==> src/gdn_pkg.sv <==
// Shared constants and helper functions for the Gregorian day number converter.
package gdn_pkg;

    // Request types carried by req_type.
    localparam logic REQ_TO_NUMBER = 1'b0;
    localparam logic REQ_TO_DATE   = 1'b1;

    // Limits of the valid day number range, years 1 to 9999.
    localparam int NUM_MIN = 306;
    localparam int NUM_MAX = 3652364;

    localparam int DAYS_PER_YEAR = 365;
    localparam int YEAR_MONTH_WRAP = 10;

    // Reciprocal of 25 for arguments below 4096: floor(x / 25) = (x * REC25) >> SH25.
    localparam int SH25 = 16;
    localparam logic [11:0] REC25 = 12'd2622;

    // Year estimate (NUM_SCALE * g + NUM_BIAS) / YEAR_DIV by a 37-bit reciprocal.
    localparam int NUM_SCALE = 10000;
    localparam int NUM_BIAS = 14780;
    localparam int YEAR_DIV = 3652425;
    localparam int YEAR_SH = 58;
    localparam int REC_SPLIT = 19;
    localparam logic [36:0] YEAR_REC =
        37'(((64'd1 << YEAR_SH) + 64'(YEAR_DIV) - 64'd1) / 64'(YEAR_DIV));
    localparam logic [18:0] YEAR_REC_LO = YEAR_REC[18:0];
    localparam logic [17:0] YEAR_REC_HI = YEAR_REC[36:19];

    // Month index constants: (100 * d + MI_BIAS) / MI_STEP.
    localparam int MI_SCALE = 100;
    localparam int MI_BIAS = 52;
    localparam int MI_STEP = 3060;
    localparam int MONTHS = 12;

    // March-based month index of a calendar month, (month + 9) mod 12.
    function automatic logic [3:0] fwd_month_index(input logic [3:0] month);
        logic [4:0] s;
        s = 5'(month) + 5'd9;
        if (s >= 5'd24)
        begin
            s = s - 5'd24;
        end
        else if (s >= 5'd12)
        begin
            s = s - 5'd12;
        end
        return s[3:0];
    endfunction

    // Days from March 1 to the first day of the March-based month.
    function automatic logic [8:0] month_offset(input logic [3:0] mi);
        logic [8:0] r;
        case (mi)
            4'd0:    r = 9'd0;
            4'd1:    r = 9'd31;
            4'd2:    r = 9'd61;
            4'd3:    r = 9'd92;
            4'd4:    r = 9'd122;
            4'd5:    r = 9'd153;
            4'd6:    r = 9'd184;
            4'd7:    r = 9'd214;
            4'd8:    r = 9'd245;
            4'd9:    r = 9'd275;
            4'd10:   r = 9'd306;
            4'd11:   r = 9'd337;
            default: r = 9'd0;
        endcase
        return r;
    endfunction

    // March-based month index of a day of the year, by comparison with each month start.
    function automatic logic [3:0] month_index(input logic [8:0] ddd);
        logic [15:0] t;
        logic [3:0] mi;
        t = 16'(ddd) * 16'(MI_SCALE) + 16'(MI_BIAS);
        mi = 4'd0;
        for (int k = 1; k < MONTHS; k++)
        begin
            if (t >= 16'(MI_STEP * k))
            begin
                mi = mi + 4'd1;
            end
        end
        return mi;
    endfunction

endpackage

==> src/gdn_if.sv <==
// Request and response channel interfaces of the day number converter.
interface gdn_req_if;
    logic        valid;
    logic        ready;
    logic        req_type;
    logic [13:0] year_in;
    logic [3:0]  month_in;
    logic [4:0]  day_in;
    logic [21:0] number_in;

    modport source (output valid, req_type, year_in, month_in, day_in, number_in,
                    input ready);
    modport sink (input valid, req_type, year_in, month_in, day_in, number_in,
                  output ready);
endinterface

interface gdn_rsp_if;
    logic        valid;
    logic        ready;
    logic [21:0] number_out;
    logic [13:0] year_out;
    logic [3:0]  month_out;
    logic [4:0]  day_out;
    logic        range_error;

    modport source (output valid, number_out, year_out, month_out, day_out, range_error,
                    input ready);
    modport sink (input valid, number_out, year_out, month_out, day_out, range_error,
                  output ready);
endinterface

==> src/gregorian_day_number_convert_top.sv <==
// Nine-stage pipeline converting between Gregorian dates and March-based day numbers.
// An accepted item is registered through stages 1 to 9 in order; stage 9 drives the result port.
// Throughput: one item per cycle unless the output stalls; the depth is set by the 36 x 37 bit
// reciprocal multiply of the year estimate and the leap-year correction that follows it.
// A stalled output holds its item while empty stages upstream still fill.
// Reset (rst_n low, asynchronous) clears every stage valid bit; no result is pending after it.
module gregorian_day_number_convert_top (
    input  logic         clk,
    input  logic         rst_n,
    gdn_req_if.sink      req,
    gdn_rsp_if.source    rsp
);

    localparam int NSTAGE = 9;

    logic [NSTAGE:1] v_reg;
    logic [NSTAGE:1] en;

    // Stage 1
    logic        s1_req_reg;
    logic        s1_neg_reg;
    logic [13:0] s1_fy_reg;
    logic [8:0]  s1_mo_reg;
    logic [5:0]  s1_dm_reg;
    logic [21:0] s1_g_reg;
    logic        s1_gbad_reg;
    logic [35:0] s1_n_reg;
    // Stage 2
    logic        s2_req_reg;
    logic        s2_neg_reg;
    logic [11:0] s2_q4_reg;
    logic [23:0] s2_p25_reg;
    logic [22:0] s2_y365_reg;
    logic [8:0]  s2_mo_reg;
    logic [5:0]  s2_dm_reg;
    logic [21:0] s2_g_reg;
    logic        s2_gbad_reg;
    logic [54:0] s2_pl_reg;
    logic [53:0] s2_ph_reg;
    // Stage 3
    logic        s3_req_reg;
    logic        s3_neg_reg;
    logic [7:0]  s3_q100_reg;
    logic [23:0] s3_sum_reg;
    logic [13:0] s3_yi_reg;
    logic [21:0] s3_g_reg;
    logic        s3_gbad_reg;
    // Stage 4
    logic        s4_req_reg;
    logic        s4_ferr_reg;
    logic [21:0] s4_fnum_reg;
    logic [13:0] s4_y_reg;
    logic [11:0] s4_q4_reg;
    logic [23:0] s4_p25_reg;
    logic [22:0] s4_y365_reg;
    logic [21:0] s4_g_reg;
    logic        s4_gbad_reg;
    // Stage 5
    logic        s5_req_reg;
    logic        s5_ferr_reg;
    logic [21:0] s5_fnum_reg;
    logic [13:0] s5_y_reg;
    logic [7:0]  s5_q100_reg;
    logic [23:0] s5_part_reg;
    logic        s5_leap_reg;
    logic        s5_gbad_reg;
    // Stage 6
    logic        s6_req_reg;
    logic        s6_ferr_reg;
    logic [21:0] s6_fnum_reg;
    logic [13:0] s6_y_reg;
    logic [11:0] s6_ddd_reg;
    logic        s6_leap_reg;
    logic        s6_gbad_reg;
    // Stage 7
    logic        s7_req_reg;
    logic        s7_ferr_reg;
    logic [21:0] s7_fnum_reg;
    logic [13:0] s7_y_reg;
    logic [8:0]  s7_ddd_reg;
    logic        s7_gbad_reg;
    // Stage 8
    logic        s8_req_reg;
    logic        s8_ferr_reg;
    logic [21:0] s8_fnum_reg;
    logic [13:0] s8_y_reg;
    logic [8:0]  s8_ddd_reg;
    logic [3:0]  s8_mi_reg;
    logic        s8_gbad_reg;
    // Stage 9, the output register
    logic [21:0] s9_number_reg;
    logic [13:0] s9_year_reg;
    logic [3:0]  s9_month_reg;
    logic [4:0]  s9_day_reg;
    logic        s9_err_reg;

    // Combinational next values
    logic [3:0]  s1_mi_next;
    logic        s1_wrap_next;
    logic [13:0] s1_fy_next;
    logic [5:0]  s1_dm_next;
    logic        s1_gbad_next;
    logic [23:0] s3_sum_next;
    logic [54:0] s3_prod_next;
    logic [23:0] s4_n_next;
    logic        s4_ferr_next;
    logic [7:0]  s5_q100_next;
    logic        s5_div4_next;
    logic        s5_c100_next;
    logic        s5_leap_next;
    logic [23:0] s6_ddd_next;
    logic [8:0]  s7_ddd_next;
    logic [13:0] s7_y_next;
    logic [8:0]  s9_mo_next;
    logic [8:0]  s9_dd_next;
    logic [3:0]  s9_mm_next;
    logic [13:0] s9_y_next;
    logic        s9_wrap_next;

    // A stage moves on when it is empty or the stage after it moves on.
    always_comb
    begin
        en[NSTAGE] = !v_reg[NSTAGE] || rsp.ready;
        for (int i = NSTAGE - 1; i >= 1; i--)
        begin
            en[i] = !v_reg[i] || en[i + 1];
        end
    end

    assign req.ready = en[1];
    assign rsp.valid = v_reg[NSTAGE];
    assign rsp.number_out = s9_number_reg;
    assign rsp.year_out = s9_year_reg;
    assign rsp.month_out = s9_month_reg;
    assign rsp.day_out = s9_day_reg;
    assign rsp.range_error = s9_err_reg;

    always_ff @(posedge clk or negedge rst_n)
    begin
        if (!rst_n)
        begin
            v_reg <= '0;
        end
        else
        begin
            if (en[1])
            begin
                v_reg[1] <= req.valid;
            end
            for (int i = 2; i <= NSTAGE; i++)
            begin
                if (en[i])
                begin
                    v_reg[i] <= v_reg[i - 1];
                end
            end
        end
    end

    // Stage 1: March-based month and year, day offset, scaled day number.
    always_comb
    begin
        s1_mi_next = gdn_pkg::fwd_month_index(req.month_in);
        s1_wrap_next = (s1_mi_next >= 4'(gdn_pkg::YEAR_MONTH_WRAP));
        s1_fy_next = req.year_in - 14'(s1_wrap_next);
        s1_dm_next = 6'(req.day_in) - 6'd1;
        s1_gbad_next = (req.number_in < 22'(gdn_pkg::NUM_MIN))
                    || (req.number_in > 22'(gdn_pkg::NUM_MAX));
    end

    always_ff @(posedge clk)
    begin
        if (en[1])
        begin
            s1_req_reg <= req.req_type;
            s1_neg_reg <= s1_wrap_next && (req.year_in == 14'd0);
            s1_fy_reg <= s1_fy_next;
            s1_mo_reg <= gdn_pkg::month_offset(s1_mi_next);
            s1_dm_reg <= s1_dm_next;
            s1_g_reg <= req.number_in;
            s1_gbad_reg <= s1_gbad_next;
            s1_n_reg <= 36'(req.number_in) * 36'(gdn_pkg::NUM_SCALE)
                      + 36'(gdn_pkg::NUM_BIAS);
        end
    end

    // Stage 2: products for the forward leap terms and the two halves of the year estimate.
    always_ff @(posedge clk)
    begin
        if (en[2])
        begin
            s2_req_reg <= s1_req_reg;
            s2_neg_reg <= s1_neg_reg;
            s2_q4_reg <= s1_fy_reg[13:2];
            s2_p25_reg <= 24'(s1_fy_reg[13:2]) * 24'(gdn_pkg::REC25);
            s2_y365_reg <= 23'(s1_fy_reg) * 23'(gdn_pkg::DAYS_PER_YEAR);
            s2_mo_reg <= s1_mo_reg;
            s2_dm_reg <= s1_dm_reg;
            s2_g_reg <= s1_g_reg;
            s2_gbad_reg <= s1_gbad_reg;
            s2_pl_reg <= 55'(s1_n_reg) * 55'(gdn_pkg::YEAR_REC_LO);
            s2_ph_reg <= 54'(s1_n_reg) * 54'(gdn_pkg::YEAR_REC_HI);
        end
    end

    // Stage 3: forward partial sum; year estimate from the combined product.
    always_comb
    begin
        s3_sum_next = 24'(s2_y365_reg) + 24'(s2_q4_reg) + 24'(s2_mo_reg)
                    + {{18{s2_dm_reg[5]}}, s2_dm_reg};
        s3_prod_next = 55'(s2_ph_reg) + 55'(s2_pl_reg[54:gdn_pkg::REC_SPLIT]);
    end

    always_ff @(posedge clk)
    begin
        if (en[3])
        begin
            s3_req_reg <= s2_req_reg;
            s3_neg_reg <= s2_neg_reg;
            s3_q100_reg <= s2_p25_reg[23:gdn_pkg::SH25];
            s3_sum_reg <= s3_sum_next;
            s3_yi_reg <= s3_prod_next[gdn_pkg::YEAR_SH - gdn_pkg::REC_SPLIT +: 14];
            s3_g_reg <= s2_g_reg;
            s3_gbad_reg <= s2_gbad_reg;
        end
    end

    // Stage 4: forward day number and its range check; inverse leap products.
    always_comb
    begin
        s4_n_next = s3_sum_reg - 24'(s3_q100_reg) + 24'(s3_q100_reg[7:2]);
        s4_ferr_next = s3_neg_reg || s4_n_next[23]
                    || (s4_n_next[22:0] < 23'(gdn_pkg::NUM_MIN))
                    || (s4_n_next[22:0] > 23'(gdn_pkg::NUM_MAX));
    end

    always_ff @(posedge clk)
    begin
        if (en[4])
        begin
            s4_req_reg <= s3_req_reg;
            s4_ferr_reg <= s4_ferr_next;
            s4_fnum_reg <= s4_ferr_next ? 22'd0 : s4_n_next[21:0];
            s4_y_reg <= s3_yi_reg;
            s4_q4_reg <= s3_yi_reg[13:2];
            s4_p25_reg <= 24'(s3_yi_reg[13:2]) * 24'(gdn_pkg::REC25);
            s4_y365_reg <= 23'(s3_yi_reg) * 23'(gdn_pkg::DAYS_PER_YEAR);
            s4_g_reg <= s3_g_reg;
            s4_gbad_reg <= s3_gbad_reg;
        end
    end

    // Stage 5: century terms of the estimate and whether the year before it is a leap year.
    always_comb
    begin
        s5_q100_next = s4_p25_reg[23:gdn_pkg::SH25];
        s5_div4_next = (s4_y_reg[1:0] == 2'd0);
        s5_c100_next = s5_div4_next && (s4_q4_reg == 12'(s5_q100_next) * 12'd25);
        s5_leap_next = s5_div4_next && (!s5_c100_next || (s5_q100_next[1:0] == 2'd0));
    end

    always_ff @(posedge clk)
    begin
        if (en[5])
        begin
            s5_req_reg <= s4_req_reg;
            s5_ferr_reg <= s4_ferr_reg;
            s5_fnum_reg <= s4_fnum_reg;
            s5_y_reg <= s4_y_reg;
            s5_q100_reg <= s5_q100_next;
            s5_part_reg <= 24'(s4_g_reg) - 24'(s4_y365_reg) - 24'(s4_q4_reg);
            s5_leap_reg <= s5_leap_next;
            s5_gbad_reg <= s4_gbad_reg;
        end
    end

    // Stage 6: day of the estimated year, possibly negative.
    always_comb
    begin
        s6_ddd_next = s5_part_reg + 24'(s5_q100_reg) - 24'(s5_q100_reg[7:2]);
    end

    always_ff @(posedge clk)
    begin
        if (en[6])
        begin
            s6_req_reg <= s5_req_reg;
            s6_ferr_reg <= s5_ferr_reg;
            s6_fnum_reg <= s5_fnum_reg;
            s6_y_reg <= s5_y_reg;
            s6_ddd_reg <= s6_ddd_next[11:0];
            s6_leap_reg <= s5_leap_reg;
            s6_gbad_reg <= s5_gbad_reg;
        end
    end

    // Stage 7: an estimate one year too far is stepped back by the length of the year before.
    always_comb
    begin
        if (s6_ddd_reg[11])
        begin
            s7_ddd_next = s6_ddd_reg[8:0] + 9'(gdn_pkg::DAYS_PER_YEAR) + 9'(s6_leap_reg);
            s7_y_next = s6_y_reg - 14'd1;
        end
        else
        begin
            s7_ddd_next = s6_ddd_reg[8:0];
            s7_y_next = s6_y_reg;
        end
    end

    always_ff @(posedge clk)
    begin
        if (en[7])
        begin
            s7_req_reg <= s6_req_reg;
            s7_ferr_reg <= s6_ferr_reg;
            s7_fnum_reg <= s6_fnum_reg;
            s7_y_reg <= s7_y_next;
            s7_ddd_reg <= s7_ddd_next;
            s7_gbad_reg <= s6_gbad_reg;
        end
    end

    // Stage 8: month index.
    always_ff @(posedge clk)
    begin
        if (en[8])
        begin
            s8_req_reg <= s7_req_reg;
            s8_ferr_reg <= s7_ferr_reg;
            s8_fnum_reg <= s7_fnum_reg;
            s8_y_reg <= s7_y_reg;
            s8_ddd_reg <= s7_ddd_reg;
            s8_mi_reg <= gdn_pkg::month_index(s7_ddd_reg);
            s8_gbad_reg <= s7_gbad_reg;
        end
    end

    // Stage 9: calendar month, day and year; the fields that do not apply are zero.
    always_comb
    begin
        s9_mo_next = gdn_pkg::month_offset(s8_mi_reg);
        s9_dd_next = s8_ddd_reg - s9_mo_next + 9'd1;
        s9_wrap_next = (s8_mi_reg >= 4'(gdn_pkg::YEAR_MONTH_WRAP));
        s9_mm_next = s9_wrap_next ? s8_mi_reg - 4'd9 : s8_mi_reg + 4'd3;
        s9_y_next = s8_y_reg + 14'(s9_wrap_next);
    end

    always_ff @(posedge clk)
    begin
        if (en[9])
        begin
            if (s8_req_reg == gdn_pkg::REQ_TO_NUMBER)
            begin
                s9_number_reg <= s8_fnum_reg;
                s9_year_reg <= 14'd0;
                s9_month_reg <= 4'd0;
                s9_day_reg <= 5'd0;
                s9_err_reg <= s8_ferr_reg;
            end
            else if (s8_gbad_reg)
            begin
                s9_number_reg <= 22'd0;
                s9_year_reg <= 14'd0;
                s9_month_reg <= 4'd0;
                s9_day_reg <= 5'd0;
                s9_err_reg <= 1'b1;
            end
            else
            begin
                s9_number_reg <= 22'd0;
                s9_year_reg <= s9_y_next;
                s9_month_reg <= s9_mm_next;
                s9_day_reg <= s9_dd_next[4:0];
                s9_err_reg <= 1'b0;
            end
        end
    end

endmodule

==> src/flat_wrapper.sv <==
// flat-port wrapper written by rule: the top's interface ports become plain ports
module gregorian_day_number_convert_top_flat 
  (clk, rst_n, req_valid, req_req_type, req_year_in, req_month_in, req_day_in, req_number_in, req_ready, rsp_valid, rsp_number_out, rsp_year_out, rsp_month_out, rsp_day_out, rsp_range_error, rsp_ready);
  gdn_req_if req_i ();
  gdn_rsp_if rsp_i ();
  input  logic clk;
  input  logic rst_n;
  input wire logic [$bits(req_i.valid)-1:0] req_valid;
  input wire logic [$bits(req_i.req_type)-1:0] req_req_type;
  input wire logic [$bits(req_i.year_in)-1:0] req_year_in;
  input wire logic [$bits(req_i.month_in)-1:0] req_month_in;
  input wire logic [$bits(req_i.day_in)-1:0] req_day_in;
  input wire logic [$bits(req_i.number_in)-1:0] req_number_in;
  output wire logic [$bits(req_i.ready)-1:0] req_ready;
  output wire logic [$bits(rsp_i.valid)-1:0] rsp_valid;
  output wire logic [$bits(rsp_i.number_out)-1:0] rsp_number_out;
  output wire logic [$bits(rsp_i.year_out)-1:0] rsp_year_out;
  output wire logic [$bits(rsp_i.month_out)-1:0] rsp_month_out;
  output wire logic [$bits(rsp_i.day_out)-1:0] rsp_day_out;
  output wire logic [$bits(rsp_i.range_error)-1:0] rsp_range_error;
  input wire logic [$bits(rsp_i.ready)-1:0] rsp_ready;
  assign req_i.valid = req_valid;
  assign req_i.req_type = req_req_type;
  assign req_i.year_in = req_year_in;
  assign req_i.month_in = req_month_in;
  assign req_i.day_in = req_day_in;
  assign req_i.number_in = req_number_in;
  assign req_ready = req_i.ready;
  assign rsp_valid = rsp_i.valid;
  assign rsp_number_out = rsp_i.number_out;
  assign rsp_year_out = rsp_i.year_out;
  assign rsp_month_out = rsp_i.month_out;
  assign rsp_day_out = rsp_i.day_out;
  assign rsp_range_error = rsp_i.range_error;
  assign rsp_i.ready = rsp_ready;
  gregorian_day_number_convert_top u_core (.clk(clk), .rst_n(rst_n), .req(req_i), .rsp(rsp_i));
endmodule
==> config.mk <==
export PLATFORM = sky130hd
export DESIGN_NAME = gregorian_day_number_convert_top_flat
export DESIGN_NICKNAME = d
export VERILOG_FILES = /design/src/gdn_pkg.sv /design/src/gdn_if.sv /design/src/gregorian_day_number_convert_top.sv /design/src/flat_wrapper.sv
export SDC_FILE = /design/constraint.sdc
export NUM_CORES = 2
export LEC_CHECK = 0
export BUFFER_PORTS_ARGS = -buffer_cell sky130_fd_sc_hd__buf_4
export CAP_MARGIN = 10
export CORE_ASPECT_RATIO = 0.8
export CORE_MARGIN = 5
export CORE_UTILIZATION = 29
export DETAILED_ROUTE_END_ITERATION = 12
export PLACE_DENSITY_LB_ADDON = 0.2
export SLEW_MARGIN = 20
export SYNTH_ARGS = -nofsm -noshare
export SYNTH_HDL_FRONTEND = slang
export SYNTH_SLANG_ARGS = --single-unit
==> constraint.sdc <==
create_clock -name clk -period 26.7 [get_ports clk]
set_input_delay 1.335 -clock clk [delete_from_list [all_inputs] [get_ports clk]]
set_output_delay 1.335 -clock clk [all_outputs]
set_load 0.01 [all_outputs]
* Word level (Yosys, flattened, before mapping)
Memories as Yosys holds them, arrays and structs flattened. A register that Yosys moved wholly into a read port is not among the register bits. Cells that the tools add are included.
Cells by class: add/subtract/negate cells 35, multiply operators 9, magnitude comparators 19, eq/ne operators 1, muxes and demuxes 29, bitwise gates (word level) 1, reduce and logical (&&, ||, !) cells 31
Operator list (count):
- 4-bit two-way mux | 24
- 16-bit by 15-bit greater-or-equal comparator with 1-bit output (second input constant) | 5
- 53-bit by 31-bit adder with 53-bit output | 1
- 36-bit by 17-bit multiplier with 52-bit output (second input constant) | 1
- 36-bit by 13-bit multiplier with 49-bit output (second input constant) | 1
- 16-bit by 14-bit greater-or-equal comparator with 1-bit output (second input constant) | 3
- 12-bit by 11-bit multiplier with 23-bit output (second input constant) | 2
- 4-bit by 1-bit adder with 4-bit output (second input constant) | 10
- 36-bit by 14-bit adder with 36-bit output (second input constant) | 1
- 22-bit by 10-bit multiplier with 32-bit output (second input constant) | 1
- 23-bit by 12-bit adder with 24-bit output | 1
- 24-bit adder | 1
- 24-bit by 6-bit adder with 24-bit output | 1
- 24-bit by 9-bit adder with 24-bit output | 1
- 12-bit subtractor | 2
- 24-bit by 8-bit subtractor with 24-bit output | 1
- 23-bit by 22-bit greater-than comparator with 1-bit output (second input constant) | 1
- 23-bit by 9-bit less-than comparator with 1-bit output (second input constant) | 1
- 14-bit by 9-bit multiplier with 23-bit output (second input constant) | 1
- 22-bit greater-than comparator (second input constant) | 1
- 22-bit by 9-bit less-than comparator with 1-bit output (second input constant) | 1
- 16-bit by 6-bit adder with 16-bit output (second input constant) | 1
- 16-bit by 12-bit greater-or-equal comparator with 1-bit output (second input constant) | 1
- 16-bit by 13-bit greater-or-equal comparator with 1-bit output (second input constant) | 1
- other kinds (31) | 61
Storage, ports and cells: register bits after elaboration 682, memory bits (read-only) 288, output and inout port bits 48, memories 2
Memory list:
- (no name shown) | words 16, width 9, read ports 1, clocked after Yosys merged registers in 1, wr ports 0, RTL line gdn_pkg.sv:54 | case (mi)
- (no name shown) | words 16, width 9, read ports 1, clocked after Yosys merged registers in 1, wr ports 0, RTL line gdn_pkg.sv:54

* Logic depth before layout (Yosys ltp)
depth after elaboration 35, depth in mapped cells 46

* Worst setup path before layout
Ideal clock, no wire load.
path type input-to-reg, start input port rsp_ready, end register u_core.s2_dm_reg[0] (enable), setup time 1.255 ns, arrival 8.012 ns, data required time 25.445 ns, path slack 17.433 ns, stages on the path 6, buffers on the path 0, cells stage by stage nand2b_1 nor2_1 and3_1 nand3_1 nor2_1 nand2_1
Between the ends: word-level cells in the longest chain between the ends 8
Ends and longest elaborated chain:
- start: declaration | RTL line flat_wrapper.sv:21 | input wire logic [$bits(rsp_i.ready)-1:0] rsp_ready;
- 1-bit logical OR | RTL line gregorian_day_number_convert_top.sv:123 | en[NSTAGE] = !v_reg[NSTAGE] || rsp.ready;
- 1-bit logical OR (5 in series) | RTL line gregorian_day_number_convert_top.sv:126 | en[i] = !v_reg[i] || en[i + 1];
- via u_core.en, one bit | RTL line gregorian_day_number_convert_top.sv:17 | logic [NSTAGE:1] en;
- 1-bit logical OR (2 in series) | RTL line gregorian_day_number_convert_top.sv:126
- via u_core.en, one bit | RTL line gregorian_day_number_convert_top.sv:17
- end signal: assignment | RTL line gregorian_day_number_convert_top.sv:198 | s2_dm_reg <= s1_dm_reg;
- end: declaration | RTL line gregorian_day_number_convert_top.sv:35 | logic [5:0] s2_dm_reg;
The timed path passes the listed nets, and every way through them passes these cells. A chain may end at the register's enable or synchronous reset.

* Final worst setup path
start register u_core.s7_ddd_reg[2], end register u_core.s9_mo_next[0] (netlist name)
Between the ends: word-level cells in the longest chain between the ends 35
Ends and longest elaborated chain:
- start: declaration | RTL line gregorian_day_number_convert_top.sv:80 | logic [8:0] s7_ddd_reg;
- start signal: assignment | RTL line gregorian_day_number_convert_top.sv:320 | s7_ddd_reg <= s7_ddd_next;
- 9-bit by 5-bit multiplier with 14-bit output (*) | RTL line gdn_pkg.sv:76 | t = 16'(ddd) * 16'(MI_SCALE) + 16'(MI_BIAS);
- 16-bit by 6-bit adder with 16-bit output (*) | RTL line gdn_pkg.sv:76
- 16-bit by 12-bit greater-or-equal comparator with 1-bit output | RTL line gdn_pkg.sv:80 | if (t >= 16'(MI_STEP * k))
- 1-bit two-way mux | RTL line gdn_pkg.sv:80
- 4-bit two-way mux | RTL line gregorian_day_number_convert_top.sv:328 | if (en[8])
- 4-bit by 1-bit adder with 4-bit output | RTL line gdn_pkg.sv:82 | mi = mi + 4'd1;
- 4-bit two-way mux | RTL line gdn_pkg.sv:80
- 4-bit two-way mux | RTL line gregorian_day_number_convert_top.sv:328
- [19 not listed]
- 4-bit two-way mux | RTL line gdn_pkg.sv:80
- 4-bit two-way mux | RTL line gregorian_day_number_convert_top.sv:328
- 4-bit by 1-bit adder with 4-bit output | RTL line gdn_pkg.sv:82
- 4-bit two-way mux | RTL line gdn_pkg.sv:80
- 4-bit two-way mux | RTL line gregorian_day_number_convert_top.sv:328
- 4-bit by 1-bit adder with 4-bit output | RTL line gdn_pkg.sv:82
- 4-bit two-way mux (*) | RTL line gdn_pkg.sv:80
- 4-bit two-way mux (no line) (*)
Every way passes the cells marked *; elsewhere a longest branch is shown, timed or not. The select of a mux whose other input is x is not followed.

==> summary.md <==
| Metric | Value |
|---|---|
| Status | complete, no violations |
| NumNets Final | 6804 |
| Syn Inst Count | 5004 |
| Die W | 511 µm |
| IO Count | 98 |
| RR Endpoint | u_core.s9_mo_next[0] |
| Total GRT Usage | 12.6% |
| Grt total ovfl | 0 |
| Setup_tns | 0 ns |
| Number of flip-flops under the largest register name | 48 |
| Hold/Removal Path Class | reg -> reg |
| Vias in the first global route | 36900 |
| Post-Syn Nets | 6621 |
| First-pass GRT wire length | 210000 µm |
| CP most frequent cell | ha_1 |
| Register area share after synthesis | 31.8% |
| Drt pass-1 iters | 5 |
| PortBufs | 97 |
| FF-to-FF setup slack | 16.77 ns |
| Die area | 210000 µm² |
| Post-CTS Hold Fix Bufs | 0 |
| Max Clk Rate | 101 MHz |
| Final hold violations | 0 |
| Antenna Nets Post-Route | 0 |
| Dpl hpwl | 107000 µm |
| Mapped Area | 58300 µm² |
| Synth cell count leaders | inv_1 (1105), ha_1 (903), fa_1 (664), edfxtp_1 (607), xnor2_1 (225) |
| H-tree depth | 3 |
| Cell variety after synth | 94 |
| Hold_sp | u_core.s1_dm_reg[1] |
| Die H | 411 µm |
| Initial Util | 29.1% |
| Clock Skew | 0.0444 ns |
| Fin. max-slew vios | 0 |
| CP max stage delay | 0.77 ns |
| Root Driver | clkbuf_16 |
| CP max FO | 12 |
| Clock transition at path regs | 0.06 ns |
| CP startpoint kind | register |
| PostCTS Resize Cnt | 0 |
| CTS Sinks | 621 |
| Cells after DPL | 7794 |
| TritonCTS buffer count | 73 |
| EDFF count, synth | 607 |
| Antenna Cells | 0 |
| CP top delay family | adder cells |
| R2r startpoint | u_core.s7_ddd_reg[2] |
| Hold Path Cell Cnt | 0 |
| YS warnings | 0 |
| RSZ-0062 raised after global routing | false |
| WHS Endpoint | u_core.s2_dm_reg[1] |
| Post-Route WL | 128000 µm |
| Most used DFF post-synth | edfxtp_1 |
| Placer congestion estimate | 0.825 |
| Initial DRC Count | 1845 |
| Post-route cell area | 65200 µm² |
| Required @ worst endpoint | 27.25 ns |
| Core box area | 200000 µm² |
| CTS tree | done |
| DRC viols | 0 |
| Worst slew margin | 28.8% |
| # setup viols final | 0 |
| Initial antenna violation count | 4 |
| MaxCap Viol Count | 0 |
| Setup Buffers After CTS | 0 |
| Critical path's slowest cell | xor2_1 |
| Asr flop ratio synth | 1.45% |
| Share of the synthesized area in the top cell type | 31.2% |
| Slew @ Worst Pin | 1.07 ns |
| Final Critical Period | 9.93 ns |
| Layout cells sized above 1 | 5.76% |
| Final period util | 37.2% |
| Post-Layout Cell Count | 7923 |
| Avg Inst Size Synth | 11.7 µm² |
| DR vias/cell | 4.35 |
| Post-DR wirelength/cell | 16.2 µm |
| Synth area leader | edfxtp_1 |
| FF+latch count, synth | 621 |
| Clock latency on the worst-skew pair | 0.69 ns |
| CP bufs+invs | 3 |
| Final core occ | 32.5% |
| CP Capture Type | register |
| CTS Buffer Depth | 3 |
| CP Class | reg -> reg |
| Vias | 34400 |
| Data arrival, critical path | 10.48 ns |
| Layout area overhead | 11.7% |
| Worst-case reg-to-reg path depth | 41 |
| Largest net degree at the start of global routing | 85 |
| Most common cell in the synthesized netlist | inv_1 |
| Post-DP Area | 62600 µm² |
| Rows | 147 |
| Synth top area cells | edfxtp_1 (31%), fa_1 (23%), ha_1 (19%) |
## worst register-to-register path, delay by kind of cell (launching register included)
| kind | cells | cell delay, ns |
|---|---|---|
| multiplexers | 5 | 0.92 |
| AND/OR/NAND/NOR | 6 | 0.54 |
| XOR/XNOR | 6 | 1.98 |
| buffers and inverters | 3 | 0.19 |
| flip-flops | 1 | 0.58 |
| AO/OA/AOI/OAI | 11 | 2.31 |
| adder cells (fa/ha/maj) | 10 | 3.28 |
## through the flow
| stage | worst slack (ns) | hold WS, ns |
|---|---|---|
| finish | 16.77 | 0.405 |
| global route | 15.90 | 0.418 |
| CTS | 16.76 | 0.407 |
| detailed placement | 16.78 | 0.405 |
| global placement | 16.97 | 0.400 |
| floorplan | 17.43 | 0.400 |
## worst max path at each step
stage / slack [ns] / cells after the start / from / end
6_report: 16.77 / 41 / u_core.s7_ddd_reg[2] / u_core.s9_mo_next[0]
5_1_grt: 15.90 / 41 / u_core.s7_ddd_reg[2] / u_core.s9_mo_next[0]
4_1_cts: 16.76 / 41 / u_core.s7_ddd_reg[2] / u_core.s9_mo_next[0]
3_5_place_dp: 16.78 / 41 / u_core.s7_ddd_reg[2] / u_core.s9_mo_next[0]
3_3_place_gp: 16.97 / 41 / u_core.s7_ddd_reg[2] / u_core.s9_mo_next[0]
2_1_floorplan: 17.43 / 6 / rsp_ready / u_core.s2_dm_reg[0]
## placed cells by master, fill, tap and decap left out, drive strengths merged, types with 14 or more instances in the layout
cell,count
a21o,89
o31ai,15
nor2b,57
edfxtp,607
a21oi,158
nand3,61
buf,130
nand2b,34
a211oi,18
nor3,58
nor4,14
nor2,205
o21a,41
xnor2,229
ha,903
a31oi,14
or3,22
a21boi,23
o21bai,18
o21ai,126
and2,25
fa,664
clkinv,31
clkbuf,83
and3,24
nand2,134
nand4,30
xor2,111
inv,1109
## layer usage
metal | vias to the layer above | wire length [µm] | GRT usage [%]
met4 | 0 | 1980 | 2.18
met3 | 109 | 3920 | 1.63
met2 | 412 | 53900 | 18.8
li1 | 17000 | - | -
met5 | - | 0 | 0
met1 | 16900 | 68500 | 19.5
## cell type report
class	count	area (µm²)
Clock buffer	83	1860
Tap cell	2682	3360
Clock inverter	46	659
Multi-Input combinational cell	3255	35600
Timing Repair Buffer	130	980
Sequential cell	621	18600
Inverter	1106	4150
Fill cell	20300	135000
## logic make-up after synthesis
family                     synth area share (%)
adders and majority gates                  42.1
buffers and inverters                      7.27
and+or+nand+nor                            6.26
DFF                                        31.8
AOI/OAI and AO/OA                          6.97
xor gates and xnor gates                   5.26
muxes                                     0.290
Power is left out: the tool's default activity adds up to more than one toggle a clock period on the data nets, which glitch-free logic cannot reach.
